File: src/rtl/core/ipoh_pkg.sv
// ============================================================================
// IPv6 option header checker package
// Shared item types, parse phases and verdict codes.
// ============================================================================
package ipoh_pkg;

    // Parse phase of the option walk
    typedef enum logic [2:0] {
        PH_IDLE   = 3'd0,
        PH_LEN    = 3'd1,
        PH_TYPE   = 3'd2,
        PH_OPTLEN = 3'd3,
        PH_SKIP   = 3'd4
    } t_phase;

    // Verdict codes
    localparam logic [1:0] VERDICT_ACCEPT  = 2'd0;
    localparam logic [1:0] VERDICT_SILENT  = 2'd1;
    localparam logic [1:0] VERDICT_REPORT  = 2'd2;

    // Error kinds
    localparam logic [1:0] KIND_NONE       = 2'd0;
    localparam logic [1:0] KIND_SHORT      = 2'd1;
    localparam logic [1:0] KIND_OVERRUN    = 2'd2;
    localparam logic [1:0] KIND_UNKNOWN    = 2'd3;

    // Option types
    localparam logic [7:0] OPT_PAD1        = 8'd0;
    localparam logic [7:0] OPT_PADN        = 8'd1;

    // Unknown option actions (top two type bits)
    localparam logic [1:0] ACT_SKIP        = 2'd0;
    localparam logic [1:0] ACT_DISCARD     = 2'd1;
    localparam logic [1:0] ACT_REPORT      = 2'd2;
    localparam logic [1:0] ACT_REPORT_UCAST = 2'd3;

    // Next-header and length bytes that precede the options
    localparam logic [15:0] FIXED_BYTES    = 16'd2;

    // One input item
    typedef struct packed {
        logic [7:0]  data_byte;
        logic        first_byte;
        logic [15:0] packet_size;
        logic        dst_multicast;
    } t_item;

    // One result item
    typedef struct packed {
        logic [1:0]  verdict;
        logic [1:0]  error_kind;
        logic [10:0] problem_offset;
        logic [11:0] header_length;
    } t_result;

endpackage

File: src/rtl/core/ipoh_stream_if.sv


interface ipoh_out_if;
    logic        valid;
    logic        ready;
    logic [1:0]  verdict;
    logic [1:0]  error_kind;
    logic [10:0] problem_offset;
    logic [11:0] header_length;

    modport source (output valid, output verdict, output error_kind,
                    output problem_offset, output header_length, input ready);
    modport sink   (input valid, input verdict, input error_kind,
                    input problem_offset, input header_length, output ready);
endinterface

File: src/rtl/core/ipoh_parser.sv
// ============================================================================
// IPv6 option header parser
// Walks the options one byte per cycle while the result register is free or being drained, and registers the verdict.
// ============================================================================
module ipoh_parser (
    input  logic            i_clk,
    input  logic            i_rst_n,
    input  logic            i_item_valid,
    input  ipoh_pkg::t_item i_item,
    input  logic            i_report_en,
    output logic            o_ready,
    ipoh_out_if.source      o_out
);

    ipoh_pkg::t_phase  r_phase,  n_phase;
    logic [11:0]       r_off,    n_off;
    logic [11:0]       r_hb,     n_hb;
    logic [15:0]       r_pkt,    n_pkt;
    logic [7:0]        r_olen,   n_olen;
    logic [7:0]        r_type,   n_type;
    logic [10:0]       r_start,  n_start;
    logic              r_out_valid;
    ipoh_pkg::t_result r_res;

    logic              w_go;
    logic              w_fire;
    ipoh_pkg::t_result w_res;
    logic [11:0]       w_off_inc;
    logic [15:0]       w_pkt_dec;
    logic [7:0]        w_olen_dec;
    logic              w_last;
    logic [11:0]       w_hb_new;
    logic [11:0]       w_remain;
    logic [1:0]        w_action;
    logic [7:0]        w_b;

    // Advance when the result register is free or being drained
    assign o_ready = !r_out_valid || o_out.ready;
    assign w_go    = i_item_valid && o_ready;
    assign w_b     = i_item.data_byte;

    // Per-byte counter and compare terms
    always_comb begin
        w_off_inc  = r_off + 12'd1;
        w_pkt_dec  = (r_pkt != 16'd0) ? (r_pkt - 16'd1) : r_pkt;
        w_olen_dec = (r_olen != 8'd0) ? (r_olen - 8'd1) : r_olen;
        w_last     = ({1'b0, w_off_inc} + 13'd1) >= {1'b0, r_hb};
        w_hb_new   = {({1'b0, w_b} + 9'd1), 3'b000};
        w_remain   = w_last ? 12'd0 : (r_hb - 12'd1 - w_off_inc);
        w_action   = r_type[7:6];
    end

    // Next state and result
    always_comb begin
        n_phase = r_phase;
        n_off   = r_off;
        n_hb    = r_hb;
        n_pkt   = r_pkt;
        n_olen  = r_olen;
        n_type  = r_type;
        n_start = r_start;
        w_fire  = 1'b0;
        w_res   = '0;

        if (w_go) begin
            if (i_item.first_byte) begin
                // Restart on a new packet
                n_off   = '0;
                n_hb    = '0;
                n_olen  = '0;
                n_type  = '0;
                n_start = '0;
                if (i_item.packet_size < ipoh_pkg::FIXED_BYTES) begin
                    n_pkt            = '0;
                    n_phase          = ipoh_pkg::PH_IDLE;
                    w_fire           = 1'b1;
                    w_res.verdict    = ipoh_pkg::VERDICT_SILENT;
                    w_res.error_kind = ipoh_pkg::KIND_SHORT;
                end else begin
                    n_pkt   = i_item.packet_size - 16'd1;
                    n_phase = ipoh_pkg::PH_LEN;
                end
            end else if (r_phase != ipoh_pkg::PH_IDLE) begin
                n_off = w_off_inc;
                n_pkt = w_pkt_dec;
                unique case (r_phase)
                    ipoh_pkg::PH_LEN: begin
                        n_hb = w_hb_new;
                        if (({4'b0000, w_hb_new} - ipoh_pkg::FIXED_BYTES) > w_pkt_dec) begin
                            n_phase             = ipoh_pkg::PH_IDLE;
                            w_fire              = 1'b1;
                            w_res.verdict       = ipoh_pkg::VERDICT_SILENT;
                            w_res.error_kind    = ipoh_pkg::KIND_SHORT;
                            w_res.header_length = w_hb_new;
                        end else begin
                            n_phase = ipoh_pkg::PH_TYPE;
                        end
                    end
                    ipoh_pkg::PH_TYPE: begin
                        if (w_b == ipoh_pkg::OPT_PAD1) begin
                            if (w_last) begin
                                n_phase             = ipoh_pkg::PH_IDLE;
                                w_fire              = 1'b1;
                                w_res.header_length = r_hb;
                            end
                        end else if (w_last) begin
                            // Type byte with no room for its length byte
                            n_phase              = ipoh_pkg::PH_IDLE;
                            w_fire               = 1'b1;
                            w_res.verdict        = ipoh_pkg::VERDICT_SILENT;
                            w_res.error_kind     = ipoh_pkg::KIND_OVERRUN;
                            w_res.problem_offset = w_off_inc[10:0];
                            w_res.header_length  = r_hb;
                        end else begin
                            n_type  = w_b;
                            n_start = w_off_inc[10:0];
                            n_phase = ipoh_pkg::PH_OPTLEN;
                        end
                    end
                    ipoh_pkg::PH_OPTLEN: begin
                        if ({4'b0000, w_b} > w_remain) begin
                            n_phase              = ipoh_pkg::PH_IDLE;
                            w_fire               = 1'b1;
                            w_res.verdict        = ipoh_pkg::VERDICT_SILENT;
                            w_res.error_kind     = ipoh_pkg::KIND_OVERRUN;
                            w_res.problem_offset = r_start;
                            w_res.header_length  = r_hb;
                        end else if (r_type == ipoh_pkg::OPT_PADN
                                     || w_action == ipoh_pkg::ACT_SKIP) begin
                            // Skip the option body
                            if (w_b == 8'd0) begin
                                if (w_last) begin
                                    n_phase             = ipoh_pkg::PH_IDLE;
                                    w_fire              = 1'b1;
                                    w_res.header_length = r_hb;
                                end else begin
                                    n_phase = ipoh_pkg::PH_TYPE;
                                end
                            end else begin
                                n_olen  = w_b;
                                n_phase = ipoh_pkg::PH_SKIP;
                            end
                        end else begin
                            // Unknown option: discard, maybe report
                            n_phase              = ipoh_pkg::PH_IDLE;
                            w_fire               = 1'b1;
                            w_res.error_kind     = ipoh_pkg::KIND_UNKNOWN;
                            w_res.problem_offset = r_start;
                            w_res.header_length  = r_hb;
                            priority if (w_action == ipoh_pkg::ACT_DISCARD) begin
                                w_res.verdict = ipoh_pkg::VERDICT_SILENT;
                            end else if (w_action == ipoh_pkg::ACT_REPORT) begin
                                w_res.verdict = i_report_en ? ipoh_pkg::VERDICT_REPORT
                                                            : ipoh_pkg::VERDICT_SILENT;
                            end else begin
                                w_res.verdict = (i_report_en && !i_item.dst_multicast)
                                                ? ipoh_pkg::VERDICT_REPORT
                                                : ipoh_pkg::VERDICT_SILENT;
                            end
                        end
                    end
                    ipoh_pkg::PH_SKIP: begin
                        n_olen = w_olen_dec;
                        if (w_olen_dec == 8'd0) begin
                            if (w_last) begin
                                n_phase             = ipoh_pkg::PH_IDLE;
                                w_fire              = 1'b1;
                                w_res.header_length = r_hb;
                            end else begin
                                n_phase = ipoh_pkg::PH_TYPE;
                            end
                        end
                    end
                    default: begin
                        n_phase = ipoh_pkg::PH_IDLE;
                    end
                endcase
            end
        end
    end

    // Parse state
    always_ff @(posedge i_clk) begin
        if (!i_rst_n) begin
            r_phase <= ipoh_pkg::PH_IDLE;
            r_off   <= '0;
            r_hb    <= '0;
            r_pkt   <= '0;
            r_olen  <= '0;
            r_type  <= '0;
            r_start <= '0;
        end else begin
            r_phase <= n_phase;
            r_off   <= n_off;
            r_hb    <= n_hb;
            r_pkt   <= n_pkt;
            r_olen  <= n_olen;
            r_type  <= n_type;
            r_start <= n_start;
        end
    end

    // Result register: load on a verdict, drop once taken
    always_ff @(posedge i_clk) begin
        if (!i_rst_n) begin
            r_out_valid <= 1'b0;
        end else if (w_fire) begin
            r_out_valid <= 1'b1;
        end else if (o_out.ready) begin
            r_out_valid <= 1'b0;
        end
    end

    always_ff @(posedge i_clk) begin
        if (w_fire) begin
            r_res <= w_res;
        end
    end

    assign o_out.valid          = r_out_valid;
    assign o_out.verdict        = r_res.verdict;
    assign o_out.error_kind     = r_res.error_kind;
    assign o_out.problem_offset = r_res.problem_offset;
    assign o_out.header_length  = r_res.header_length;

endmodule

File: src/flat_wrapper.sv
// flat-port wrapper written by rule: the top's interface ports become plain ports
module ipoh_parser_flat 
  (i_clk, i_rst_n, i_item_valid, i_item, i_report_en, o_ready, o_out_valid, o_out_verdict, o_out_error_kind, o_out_problem_offset, o_out_header_length, o_out_ready);
  ipoh_out_if o_out_i ();
  input  logic i_clk;
  input  logic i_rst_n;
  input  logic i_item_valid;
  input  ipoh_pkg::t_item i_item;
  input  logic i_report_en;
  output logic o_ready;
  output wire logic [$bits(o_out_i.valid)-1:0] o_out_valid;
  output wire logic [$bits(o_out_i.verdict)-1:0] o_out_verdict;
  output wire logic [$bits(o_out_i.error_kind)-1:0] o_out_error_kind;
  output wire logic [$bits(o_out_i.problem_offset)-1:0] o_out_problem_offset;
  output wire logic [$bits(o_out_i.header_length)-1:0] o_out_header_length;
  input wire logic [$bits(o_out_i.ready)-1:0] o_out_ready;
  assign o_out_valid = o_out_i.valid;
  assign o_out_verdict = o_out_i.verdict;
  assign o_out_error_kind = o_out_i.error_kind;
  assign o_out_problem_offset = o_out_i.problem_offset;
  assign o_out_header_length = o_out_i.header_length;
  assign o_out_i.ready = o_out_ready;
  ipoh_parser u_core (.i_clk(i_clk), .i_rst_n(i_rst_n), .i_item_valid(i_item_valid), .i_item(i_item), .i_report_en(i_report_en), .o_ready(o_ready), .o_out(o_out_i));
endmodule
File: config.mk
export PLATFORM = sky130hd
export DESIGN_NAME = ipoh_parser_flat
export DESIGN_NICKNAME = d
export VERILOG_FILES = /design/src/rtl/core/ipoh_pkg.sv /design/src/rtl/core/ipoh_stream_if.sv /design/src/rtl/core/ipoh_parser.sv /design/src/flat_wrapper.sv
export SDC_FILE = /design/constraint.sdc
export NUM_CORES = 1
export LEC_CHECK = 0
export BUFFER_PORTS_ARGS = -buffer_cell sky130_fd_sc_hd__clkbuf_2
export CAP_MARGIN = 20
export CORE_ASPECT_RATIO = 1.1
export CORE_UTILIZATION = 50
export DETAILED_ROUTE_END_ITERATION = 6
export PLACE_DENSITY = 0.72
export SLEW_MARGIN = 20
export SYNTH_ARGS = -nofsm -noshare
export SYNTH_HDL_FRONTEND = slang
export SYNTH_SLANG_ARGS = --single-unit
export TNS_END_PERCENT = 30
File: constraint.sdc
create_clock -name i_clk -period 17.1 [get_ports i_clk]
set_input_delay 2.565 -clock i_clk [delete_from_list [all_inputs] [get_ports i_clk]]
set_output_delay 2.565 -clock i_clk [all_outputs]
set_load 0.05 [all_outputs]
==> metrics.md <==
| Metric | Value |
|---|---|
| Run status | `complete, no violations` |
| Detailed Routing Iterations Pass 1 | `5` |
| Number of antenna violations at the first check in global routing | `0` |
| Post-CTS Setup Bufs | `0` |
| Overflow left after global routing | `0` |
| Kind of critical path | `input port to flop` |
| Met3 Usage GRT | `4.04%` |
| Number of port buffers | `56` |
| Number of H-tree branching levels | `3` |
| Warnings, synthesis | `0` |
| Residual antenna-violating net count after detailed routing | `0` |
| Synth unique cells | `slightly above 90` |
| Fraction of the mapped netlist area in compound gates | `a little under a quarter` |
| Setup repair after global routing missed its margin | `false` |
| Final core utilization | `56.2%` |
| Post-CTS sizing | `0` |
| Yosys reg bits | `86` |
| LEAKAGE | `roughly 2.9 nW` |
| Drt first-iter violations | `518` |
| Ratio of cells with drive above 1 in the final layout | `12.7%` |
| Top_reg_cell synth | `dfxtp_1` |
| Final Hold Slack | `0.471 ns` |
| Clock latency at the later pin of the worst-skew pair | `0.36 ns` |
| Post-synth EDFFs | `24` |
| Share of synthesized cell area in full adder, half adder and majority cells | `8.74%` |
| Total core area | `0.0134 mm2` |
| Vias | `between 6k and 7k` |
| Total number of cells along the worst setup path | `14` |
| Worst flop-to-flop path endpoint | `u_core.o_out.problem_offset[6]` |
| Cell with the most instances after synthesis | `nor2_1` |
| Synth Area per Inst | `approximately 8.3 um2` |
| Cell depth of the worst flop-to-flop path | `24` |
| Full die area | `approximately 0.014 mm2` |
| Final RePlAce weighted congestion | `approximately 0.9` |
| Sink Count | `86` |
| Final critical path time including I/O delays and setup | `6.34 ns` |
| Clock buffers created by TritonCTS | `9` |
| WP buf/inv | `2` |
| Met1 Usage GRT | `36.2%` |
| Capture point of the critical path | `u_core.o_out.header_length[6]` |
| Worst path max stage delay | `0.71 ns` |
| Most utilized layer in the global route result | `met2` |
| Classification of the worst-slack hold path | `flop to flop` |
| Main combinational cell family by area after synthesis | `simple AND/OR/NAND/NOR gates` |
| Worst-path clk slew | `0.07 ns` |
| TritonCTS clock tree | `built` |
| Routed wire per std cell | `17.9 um` |
| Top cell family by delay on the critical path | `simple AND/OR/NAND/NOR gates` |
| Launching element of the worst setup path | `i_item[18]` |
| DRC violation count after routing | `0` |
| Clock skew after layout | `0.0112 ns` |
| Setup tns final | `0 ns` |
| Cell Chain, Critical Path | `clkbuf_2 -> inv_1 -> ha_1 -> nor3_1 -> nand4_1 -> nor3_1 -> ha_1 -> nand4_1 -> nor4_1 -> nor3b_1 -> o41ai_1 -> nor2_1 -> and2_1 -> a32o_1` |
| Number of standard cells after synthesis | `834` |
| Final hold viol count | `0` |
| Maximum net fanout on the critical path | `9` |
| Most frequent cells after synthesis | `nor2_1, nand2_1, dfxtp_1` |
| Vertical die dimension | `126 um` |
| HPWL after detailed placement | `13900 um` |
| Synth Cell Area | `between 0.006 and 0.007 mm2` |
| Synthesized-area fraction occupied by xor and xnor cells | `8.52%` |
| Final standard cell area without fillers | `about 0.0075 mm2` |
| Final setup violation count | `0` |
| Tightest slew margin relative to the limit | `between 30% and 40%` |
| Routed via count divided by cell count | `roughly 6` |
| Top post-synthesis cells by area | `dfxtp_1, edfxtp_1, ha_1, nor2_1, nand2_1` |
| Fraction of synthesized area in multiplexers | `1.89%` |
| VDD IR max | `0.0514 mV` |
| Largest net degree at the start of global routing | `48` |
| Met2 track demand over resource in global routing | `43.0%` |
| Post-synthesis to final-layout area growth | `8.11%` |
| Final routed wirelength across all metal layers | `between 15000 and 20000 um` |
| Horizontal die dimension | `114 um` |
| Core Rows | `44` |
| Seq/Total Area, Yosys | `28.2%` |
| Max Fclk | `0.158 GHz` |
| Starting density of the core | `approximately 52%` |
| Startpoint of the worst register-to-register path | `u_core.r_off[0]` |
| # Max-Cap Violations | `0` |
| Number of buffers inserted by hold repair at cts | `0` |
| Root buffer cell | `clkbuf_16` |
| Data required time of the critical path | `roughly 17 ns` |
| Global router's overall resource usage | `27.2%` |
| Via count of the first global-routing pass | `5865` |
| Crit start category | `input port` |
| Post-synthesis share of cell area spent on and, or, nand and nor gates | `between 20% and 30%` |
| Post-Place Cell Area | `0.00724 mm2` |
| Async set or reset register ratio after synthesis | `0%` |
| Category of the worst setup path capture point | `flop` |
| Post-route fraction of the period consumed by the critical path | `between 30% and 40%` |
| Maximum number of buffers from clock root to sink | `2` |
| Max-slew violations | `0` |
| Reg-to-reg slack, setup | `10.78 ns` |
| Global-route wire length before repair | `30400 um` |
| Crit path DAT | `6.46 ns` |
| Number of top-level pins | `60` |
| Diodes inserted | `0` |
| Largest area contributor in the synthesized netlist | `dfxtp_1` |
| Layout net count | `940` |
| Share of the synthesized area in the top cell type | `17.8%` |
| Crit path max-delay cell type | `o41ai_1` |
| Pwr Density | `~74 mW/mm2` |
| Worst Tran Pin Value | `0.918 ns` |
-- final cells by class --
class | instances | area [um2]
Tap cell | 184 | 230
Sequential cell | 86 | 1960
Timing Repair Buffer | 59 | 303
Inverter | 26 | 97.6
Multi-Input combinational cell | 679 | 4650
Fill cell | 1264 | 5860
Clock buffer | 9 | 225
Clock inverter | 7 | 55.1
-- cell usage in the layout, fill, tap and decap left out, types with 16 or more instances in the layout --
master and instances:
nand2_1 88, inv_1 26, clkbuf_2 56, xnor2_1 37, nor2_1 98, ha_1 47, o21ai_0 32, nor3_1 27
a22oi_1 16, nand3_1 21, edfxtp_1 24, dfxtp_1 62, a21oi_1 49, xor2_1 25
-- worst min-delay path by stage --
stage                        from                 end  depth (start not counted)
4_1_cts         u_core.r_start[5]   u_core.r_start[5]                          2
3_3_place_gp    u_core.r_start[3]   u_core.r_start[3]                          2
5_1_grt         u_core.r_start[5]   u_core.r_start[5]                          2
6_report        u_core.r_start[5]   u_core.r_start[5]                          2
2_1_floorplan  u_core.r_start[10]  u_core.r_start[10]                          2
3_5_place_dp    u_core.r_start[5]   u_core.r_start[5]                          2
-- logic make-up after synthesis --
group / count (synthesis)
AO/OA/AOI/OAI: 215
multiplexers: 13
flip-flops: 86
AND/OR/NAND/NOR: 336
buffers and inverters: 71
other: 1
adder cells (fa/ha/maj): 48
XOR/XNOR: 64
-- sequential cells by signal, summed over array words and instances, names as in the netlist --
signal	count
u_core.r_pkt	16
u_core.r_off	12
u_core.o_out.problem_offset	11
u_core.r_start	11
u_core.o_out.header_length	9
u_core.r_hb	9
u_core.r_olen	8
u_core.r_phase	3
u_core.o_out.error_kind	2
u_core.o_out.verdict	2
u_core.r_type	2
u_core.o_out.valid	1
-- metrics by stage --
stage	total power [mW]	setup slack (ns)	instances
after floorplan	0.332	10.26	836
after global placement	0.366	10.63	1034
after detailed placement	0.368	10.45	1034
after CTS	0.559	10.81	1050
after global routing	0.584	10.31	1050
final	0.559	10.76	1050
-- worst register-to-register path, stage by stage (launching register included) --
cell,delay (ns)
dfxtp_1,0.62
ha_1,0.51
inv_1,0.17
nor4b_1,0.28
o21ai_0,0.24
a21oi_1,0.31
nand2_1,0.10
xor2_1,0.15
ha_1,0.34
nand4_1,0.09
nor3_1,0.05
o221a_1,0.25
a311oi_2,0.33
and2_4,0.31
nand2_1,0.12
ha_1,0.31
nand3_1,0.10
o21bai_1,0.16
a21oi_1,0.17
o21ai_2,0.12
nand4b_2,0.27
o221ai_1,0.28
a21boi_1,0.16
a31oi_2,0.20
buf_4,0.34
-- layer usage --
metal / share of wire [%] / up-vias / wire length, um
met3: 6.2 / 43 / 1170
li1: - / 3111 / -
met4: 3.4 / 0 / 631
met2: 46 / 233 / 8730
met1: 44 / 2920 / 8260
met5: 0 / - / 0
-- power breakdown --
part	total [mW]	switching [mW]	leakage (nW)	internal [mW]
clock network	0.193	0.0931	0.133	0.100
registers	0.222	0.00718	0.739	0.215
logic	0.144	0.0914	1.98	0.0525
(Power assumes the default switching activity.)
